--- src/hw/rtl/lkvc_pkg.sv ---
package lkvc_pkg;

    localparam int KEY_W   = 32;
    localparam int VALUE_W = 32;
    localparam int CFG_W   = 5;

    localparam logic [CFG_W-1:0]   CAPACITY_RESET = 5'd16;
    localparam logic [VALUE_W-1:0] DATA_MISS      = '1;
    localparam logic [VALUE_W-1:0] DATA_PUT       = '0;

    typedef enum logic {
        CMD_GET = 1'b0,
        CMD_PUT = 1'b1
    } t_cmd;

    typedef struct packed {
        t_cmd                       command;
        logic signed [KEY_W-1:0]    key;
        logic signed [VALUE_W-1:0]  value;
    } t_req;

    typedef struct packed {
        logic                       found;
        logic signed [VALUE_W-1:0]  data;
    } t_rsp;

endpackage

--- src/hw/rtl/lru_key_value_cache_core.sv ---
// Fully associative key/value cache with least-recently-used replacement.
// Request channel (i_req_valid / o_req_ready, payload i_req) carries a get or
// a put; the response channel (o_rsp_valid / i_rsp_ready, payload o_rsp)
// returns exactly one response per request, in order: found flag and data.
// A request is held in the input register; the lookup and table update run
// combinationally from that register and the result is captured in the
// response register, which drives o_rsp_valid and o_rsp. Throughput is one
// request per cycle while i_rsp_ready is high, set by the parallel key
// compare and rank update over all table slots.
// The capacity register is written through i_cfg_we / i_cfg_data; the user must
// write it only while no request is in flight, which the core does not enforce.
// It resets to 16. Reset empties the table (all valid marks cleared, count zero)
// and drops any request or response in flight.
// When i_rsp_ready is low the response register holds and the request in
// the input register waits; o_req_ready falls once both are occupied.
module lru_key_value_cache_core #(
    parameter int CAPACITY = 16
) (
    input  logic                        i_clk,
    input  logic                        i_rst_n,
    input  logic                        i_req_valid,
    output logic                        o_req_ready,
    input  lkvc_pkg::t_req              i_req,
    output logic                        o_rsp_valid,
    input  logic                        i_rsp_ready,
    output lkvc_pkg::t_rsp              o_rsp,
    input  logic                        i_cfg_we,
    input  logic [lkvc_pkg::CFG_W-1:0]  i_cfg_data
);

    logic                        r_req_valid;
    lkvc_pkg::t_req              r_req;
    logic                        r_rsp_valid;
    lkvc_pkg::t_rsp              r_rsp;
    logic [lkvc_pkg::CFG_W-1:0]  r_capacity;
    lkvc_pkg::t_rsp              w_rsp;
    logic                        w_fire;

    assign w_fire      = r_req_valid && (!r_rsp_valid || i_rsp_ready);
    assign o_req_ready = !r_req_valid || w_fire;
    assign o_rsp_valid = r_rsp_valid;
    assign o_rsp       = r_rsp;

    always_ff @(posedge i_clk) begin
        if (!i_rst_n) begin
            r_capacity <= lkvc_pkg::CAPACITY_RESET;
        end else if (i_cfg_we) begin
            r_capacity <= i_cfg_data;
        end
    end

    always_ff @(posedge i_clk) begin
        if (!i_rst_n) begin
            r_req_valid <= 1'b0;
            r_rsp_valid <= 1'b0;
        end else begin
            if (o_req_ready) begin
                r_req_valid <= i_req_valid;
            end
            if (w_fire) begin
                r_rsp_valid <= 1'b1;
            end else if (i_rsp_ready) begin
                r_rsp_valid <= 1'b0;
            end
        end
    end

    always_ff @(posedge i_clk) begin
        if (o_req_ready && i_req_valid) begin
            r_req <= i_req;
        end
        if (w_fire) begin
            r_rsp <= w_rsp;
        end
    end

    lkvc_store #(
        .CAPACITY (CAPACITY)
    ) u_store (
        .i_clk      (i_clk),
        .i_rst_n    (i_rst_n),
        .i_fire     (w_fire),
        .i_req      (r_req),
        .i_capacity (r_capacity),
        .o_rsp      (w_rsp)
    );

    a_hold_req: assert property (@(posedge i_clk) disable iff (!i_rst_n)
        r_req_valid && !w_fire |=> r_req_valid && $stable(r_req))
        else $error("pending request lost");

    a_fire_gives_rsp: assert property (@(posedge i_clk) disable iff (!i_rst_n)
        w_fire |=> r_rsp_valid)
        else $error("processed request produced no response");

    a_hold_rsp: assert property (@(posedge i_clk) disable iff (!i_rst_n)
        r_rsp_valid && !i_rsp_ready |=> r_rsp_valid && $stable(r_rsp))
        else $error("stalled response changed");

endmodule

--- src/hw/rtl/lkvc_store.sv ---
module lkvc_store #(
    parameter int CAPACITY = 16
) (
    input  logic                           i_clk,
    input  logic                           i_rst_n,
    input  logic                           i_fire,
    input  lkvc_pkg::t_req                 i_req,
    input  logic [lkvc_pkg::CFG_W-1:0]     i_capacity,
    output lkvc_pkg::t_rsp                 o_rsp
);

    localparam int IW = (CAPACITY > 1) ? $clog2(CAPACITY) : 1;
    localparam int CW = $clog2(CAPACITY + 1);

    logic [CAPACITY-1:0]                 r_valid;
    logic [CAPACITY-1:0]                 n_valid;
    logic [lkvc_pkg::KEY_W-1:0]          r_key   [CAPACITY];
    logic [lkvc_pkg::VALUE_W-1:0]        r_value [CAPACITY];
    logic [IW-1:0]                       r_rank  [CAPACITY];
    logic [IW-1:0]                       n_rank  [CAPACITY];
    logic [CW-1:0]                       r_count;
    logic [CW-1:0]                       n_count;

    logic [CAPACITY-1:0] w_hit;
    logic [CAPACITY-1:0] w_lru;
    logic [IW-1:0]       w_hit_idx;
    logic [IW-1:0]       w_free_idx;
    logic [IW-1:0]       w_lru_idx;
    logic [IW-1:0]       w_tgt;
    logic [IW-1:0]       w_tgt_rank;
    logic [CW-1:0]       w_last;
    logic [CW-1:0]       w_eff_cap;
    logic                w_found;
    logic                w_put;
    logic                w_room;
    logic                w_insert;
    logic                w_update;

    assign w_put   = (i_req.command == lkvc_pkg::CMD_PUT);
    assign w_last  = CW'(r_count - CW'(1));
    assign w_found = |w_hit;
    assign w_room  = (r_count < w_eff_cap);

    // a zero capacity acts as one; anything above the table size saturates
    always_comb begin
        if (i_capacity == '0) begin
            w_eff_cap = CW'(1);
        end else if (int'(i_capacity) > CAPACITY) begin
            w_eff_cap = CW'(CAPACITY);
        end else begin
            w_eff_cap = CW'(i_capacity);
        end
    end

    always_comb begin
        for (int i = 0; i < CAPACITY; i++) begin
            w_hit[i] = r_valid[i] && (r_key[i] == i_req.key);
            w_lru[i] = r_valid[i] && (r_rank[i] == IW'(w_last));
        end
    end

    // lowest matching slot wins
    always_comb begin
        w_hit_idx  = '0;
        w_free_idx = '0;
        w_lru_idx  = '0;
        for (int i = CAPACITY - 1; i >= 0; i--) begin
            if (w_hit[i]) begin
                w_hit_idx = IW'(i);
            end
            if (!r_valid[i]) begin
                w_free_idx = IW'(i);
            end
            if (w_lru[i]) begin
                w_lru_idx = IW'(i);
            end
        end
    end

    always_comb begin
        w_insert = 1'b0;
        w_update = 1'b1;
        if (w_found) begin
            w_tgt = w_hit_idx;
        end else if (w_put && w_room) begin
            w_tgt    = w_free_idx;
            w_insert = 1'b1;
        end else begin
            w_tgt    = w_lru_idx;
            w_update = w_put;
        end
        w_tgt_rank = r_rank[w_tgt];
    end

    always_comb begin
        o_rsp.found = w_found;
        if (w_put) begin
            o_rsp.data = lkvc_pkg::DATA_PUT;
        end else if (w_found) begin
            o_rsp.data = r_value[w_hit_idx];
        end else begin
            o_rsp.data = lkvc_pkg::DATA_MISS;
        end
    end

    // age every valid entry more recent than the target; an insert ages all of them
    always_comb begin
        n_valid = r_valid;
        n_count = r_count;
        for (int i = 0; i < CAPACITY; i++) begin
            n_rank[i] = r_rank[i];
            if (IW'(i) == w_tgt) begin
                n_rank[i] = '0;
            end else if (r_valid[i] && (w_insert || (r_rank[i] < w_tgt_rank))) begin
                n_rank[i] = IW'(r_rank[i] + IW'(1));
            end
        end
        if (w_insert) begin
            n_valid[w_tgt] = 1'b1;
            n_count        = CW'(r_count + CW'(1));
        end
    end

    always_ff @(posedge i_clk) begin
        if (!i_rst_n) begin
            r_valid <= '0;
            r_count <= '0;
        end else if (i_fire && w_update) begin
            r_valid <= n_valid;
            r_count <= n_count;
        end
    end

    always_ff @(posedge i_clk) begin
        if (i_fire && w_update) begin
            r_rank <= n_rank;
        end
        if (i_fire && w_put) begin
            r_key[w_tgt]   <= i_req.key;
            r_value[w_tgt] <= i_req.value;
        end
    end

    a_count_bound: assert property (@(posedge i_clk) disable iff (!i_rst_n)
        int'(r_count) <= CAPACITY)
        else $error("entry count above table size");

    a_count_matches_valid: assert property (@(posedge i_clk) disable iff (!i_rst_n)
        $countones(r_valid) == int'(r_count))
        else $error("entry count differs from valid marks");

    a_unique_hit: assert property (@(posedge i_clk) disable iff (!i_rst_n)
        $onehot0(w_hit))
        else $error("key stored in more than one slot");

    a_put_leaves_entry: assert property (@(posedge i_clk) disable iff (!i_rst_n)
        i_fire && w_put |=> r_valid != '0)
        else $error("put left the table empty");

    a_single_lru: assert property (@(posedge i_clk) disable iff (!i_rst_n)
        r_count != '0 |-> $onehot(w_lru))
        else $error("least recent entry not unique");

endmodule

--- config.mk ---
export PLATFORM = sky130hd
export DESIGN_NAME = lru_key_value_cache_core
export DESIGN_NICKNAME = d
export VERILOG_FILES = /design/src/hw/rtl/lkvc_pkg.sv /design/src/hw/rtl/lru_key_value_cache_core.sv /design/src/hw/rtl/lkvc_store.sv
export SDC_FILE = /design/constraint.sdc
export NUM_CORES = 2
export LEC_CHECK = 0
export BUFFER_PORTS_ARGS = -buffer_cell sky130_fd_sc_hd__buf_4
export CAP_MARGIN = 20
export CORE_ASPECT_RATIO = 1.5
export CORE_UTILIZATION = 50
export DETAILED_ROUTE_END_ITERATION = 12
export GPL_ROUTABILITY_DRIVEN = 0
export GPL_TIMING_DRIVEN = 0
export PLACE_DENSITY = 0.67
export SYNTH_ARGS = -nofsm -noshare
export SYNTH_HDL_FRONTEND = slang
export SYNTH_SLANG_ARGS = --single-unit
--- constraint.sdc ---
create_clock -name i_clk -period 9.3 [get_ports i_clk]
set_input_delay 0.93 -clock i_clk [delete_from_list [all_inputs] [get_ports i_clk]]
set_output_delay 0.93 -clock i_clk [all_outputs]
set_load 0.1 [all_outputs]
==> metrics.txt <==
status=finished clean; pre-CTS WS=1200 ps; WP data required=slightly below 10000 ps; Skew-Pair Late Insertion Delay=between 700 and 800 ps; complex-gate fraction of the synthesized area=0.04562; layout net count=4196; worst hold path startpoint=i_req[33]; IO Port Bufs=108; Net Sw Frac=0.2235; Residual DRC=0; initial core utilization=0.5055; core area=0.1072 mm²; yosys warns=0; adder-cell share of the synthesized area=0.01616; largest family of logic cells by synthesized area=XOR/XNOR gates; fmax=about 0.12 GHz; Total GRT Usage=0.3102; Critical Path Sink Type=flip-flop; r2r endpoint=u_store.r_rank[11]$_SDFFCE_PP0P_; final setup vio count=0; die extent in x=270.8 µm; CP Max Fanout=17; Final Hold Fails=0; Slew @ Worst Pin=approximately 1300 ps; via count=34400; Num CTS Buffers=roughly 110; Final ANT Viol Nets=0; Post-Syn Area=0.05420 mm²; Worst R2R Setup Slack=860 ps; crit path cell chain=buf_2, buf_4, xor2_1, nor4_1, nand3_1, or4_1, and4_1, and4_1, clkbuf_1, nand2_2, nand2_1, buf_2, mux2_2, o22ai_1, nor2_1, o21ai_2, buf_8, ha_1, o21a_1, o21a_1, o21ai_0, a21oi_1, a21oi_1; CP Launch Point=r_req[47]$_DFFE_PP_; share of post-route cells with drive strength above 1=0.1488; final clock skew=approximately 40 ps; number of global-route vias before repair=34076; Lkg Pwr=between 20 and 25 nW; Crit Path Category=flip-flop to flip-flop; slew margin rel.=0.1288; async set or reset register ratio after synthesis=0; sequential share of the synthesized area=0.6674; drt wl/cell=around 31 µm; VDD IR max=0.1897 mV; Via-to-Cell Ratio=6.190; # clock sinks=1214; final worst slack=863.1 ps; Startpoint Class=flip-flop; First-pass DRT Iterations=7; post-synthesis mux area share=0.04744; post-synthesis xor/xnor area fraction=0.1045; CTS Hold Buffers Added=0; H-tree lvl count=3; Yosys cell types=86; Max Transition Viols Final=0; CTS tree=done; unrepaired setup endpoints after global routing=no; min-delay worst type=input port to flip-flop; Clock Path Buffers=3; Top Ports=110; Post-synth top flop=edfxtp_1; Post-Synth Simple-Gate Area=0.09656; internal power=8.859 mW; FF-to-FF path depth=23; num rows=147; CP peak stage delay=around 1200 ps; crit path capture=u_store.r_rank[11]$_SDFFCE_PP0P_; Final Cycle Share=0.9072; switching pwr=2.549 mW; grt ovf=0; initial antenna violation count=7; clock share of power=0.411; cts repair resizes=0; Mapped Avg Cell Area=14.70 µm²; Clk pin slew, worst setup/hold paths=70 ps; Post-Synthesis Cells=about 3700; first-pass GRT wire length=between 200000 and 250000 µm; Reg-to-Reg Start=r_req[47]$_DFFE_PP_; Comb power frac=0.052; CP max stage cell=edfxtp_1; Final HPWL DP=121300 µm; minimum clock period=8437 ps; CTS Root Cell=clkbuf_16; Synth Register Bits=~1200; Critical Path AT=8810 ps; Routed WL=roughly 170000 µm; maxcap violations=0; setup repair bufs after CTS=0; Area Overhead vs Synth=15.44%; Post-Syn Nets=3833; Pwr Density=182.3 mW/mm²; die area=0.1097 mm²; Pwr Total=11.41 mW; Post-synth EDFFs=1186; largest net degree at the start of global routing=41; DIE HEIGHT=between 400 and 500 µm; initial DRC count=3797; sequential share of power=0.537
==> per-stage QoR <==
step | hold slack (ps) | instance area, µm² | utilization | cells | setup TNS, ps
6_report | 375.5 | 62570 | 0.5835 | 5557 | 0
5_1_grt | 361.3 | 62570 | 0.5835 | 5556 | 0
4_1_cts | 333.4 | 62570 | 0.5835 | 5556 | 0
3_5_place_dp | 519.8 | 58900 | 0.5493 | 5355 | 0
3_3_place_gp | 491.1 | 56780 | 0.5295 | 5211 | -7079630
2_1_floorplan | 476.8 | 54200 | - | 3688 | -223200
==> worst max-delay path, delay by kind of cell, from the launching register on <==
family,cells,cell delay [ps]
multiplexers,1,410
XOR/XNOR,1,1000
flip-flops,1,1170
AND/OR/NAND/NOR,8,1740
buffers and inverters,5,1830
adder cells (fa/ha/maj),1,240
AO/OA/AOI/OAI,7,1660
==> routing by layer <==
metal	up-vias	wire, µm	GRT usage
met5	-	34	0
met4	4	14350	0.2305
met3	612	11840	0.03755
met2	1905	87490	0.5511
met1	17126	57790	0.3400
li1	14753	-	-
==> synth_stat cells, types with 13 or more instances <==
library cell  count  area share
edfxtp_1       1186        0.66
xor2_1          410       0.066
mux2i_1         231       0.043
nand2_1         226       0.016
xnor2_1         178       0.029
nor4_1          159       0.018
nor2_1          152       0.011
a21oi_1         102      0.0094
nand4_1          77      0.0089
ha_1             70       0.016
buf_2            60      0.0055
nand3_1          58      0.0054
clkbuf_1         50      0.0035
nor2b_1          46      0.0053
nor3_1           46      0.0042
and2_1           41      0.0047
o21ai_0          40      0.0037
a31oi_1          39      0.0045
or3_1            39      0.0045
a211oi_1         34      0.0047
o21a_1           34      0.0047
buf_4            33      0.0046
a32oi_1          32      0.0052
dfxtp_1          28       0.010
buf_6            27      0.0056
or4_1            27      0.0037
inv_1            24      0.0017
mux2_2           23      0.0048
xnor3_1          20      0.0083
o21ai_1          17      0.0016
nand2b_1         15      0.0017
nand4b_1         14      0.0023
o22ai_1          13      0.0015
==> registers in the layout, indices dropped and copies added, names as in the netlist, 5 cells and up <==
| signal | count |
|---|---|
| o_rsp | 33 |
| r_capacity | 5 |
| r_req | 65 |
| u_store.r_count | 5 |
| u_store.r_key | 512 |
| u_store.r_rank | 64 |
| u_store.r_valid | 16 |
| u_store.r_value | 512 |
==> cell type report <==
| type | instances | area [µm²] |
|---|---|---|
| Fill cell | 8285 | 44660 |
| Sequential cell | 1214 | 36170 |
| Multi-Input combinational cell | 2273 | 16930 |
| Timing Repair Buffer | 252 | 2813 |
| Clock buffer | 126 | 2791 |
| Tap cell | 1415 | 1770 |
| Buffer | 177 | 1119 |
| Clock inverter | 75 | 875.8 |
| Inverter | 24 | 90.09 |
| Antenna cell | 1 | 2.502 |
==> cells in the final DEF (no fill, tap or decap), types with 15 or more instances in the layout <==
cell / count
a32oi_1: 32
mux2i_1: 231
a21oi_1: 102
clkbuf_16: 109
xor2_1: 410
nand4_1: 77
mux2_2: 23
o21a_1: 34
buf_16: 26
o21ai_0: 40
bufinv_16: 17
clkinv_2: 21
buf_2: 60
nor3_1: 38
dfxtp_1: 28
buf_6: 75
nor4_1: 155
buf_4: 189
nor2b_1: 41
buf_8: 15
nand2_1: 226
ha_1: 70
clkbuf_1: 67
nand2b_1: 15
nand3_1: 58
clkinv_1: 22
or3_1: 39
nor2_1: 152
or4_1: 27
inv_1: 24
and2_1: 40
xnor3_1: 20
xnor2_1: 178
a31oi_1: 39
edfxtp_1: 1186
a211oi_1: 34
==> worst min-delay path by stage <==
| stage | endpoint | slack [ps] | depth (start not counted) |
|---|---|---|---|
| 4_1_cts | r_req[12]$_DFFE_PP_ | 330 | 1 |
| 2_1_floorplan | o_rsp_valid$_SDFFE_PN0P_ | 480 | 1 |
| 3_3_place_gp | o_rsp_valid$_SDFFE_PN0P_ | 490 | 1 |
| 3_5_place_dp | o_rsp_valid$_SDFFE_PN0P_ | 520 | 1 |
| 5_1_grt | r_req[22]$_DFFE_PP_ | 360 | 1 |
| 6_report | r_req[33]$_DFFE_PP_ | 380 | 1 |
==> cells by family after synthesis <==
logic type / Yosys count
AOI/OAI and AO/OA: 371
xor gates and xnor gates: 611
adders and majority gates: 70
buffers and inverters: 201
DFF: 1214
muxes: 254
and+or+nand+nor: 967
==> power groups by stage <==
stage | Clock [mW] | Combinational (mW) | Sequential, mW
2_1_floorplan | 0 | 0.255 | 6.25
4_1_cts | 4.71 | 0.578 | 6.13
6_report | 4.69 | 0.591 | 6.13
5_1_grt | 4.89 | 0.604 | 6.13
3_3_place_gp | 0 | 0.480 | 6.29
3_5_place_dp | 0 | 0.576 | 6.24
No activity file was read; power rests on OpenSTA's default activity.
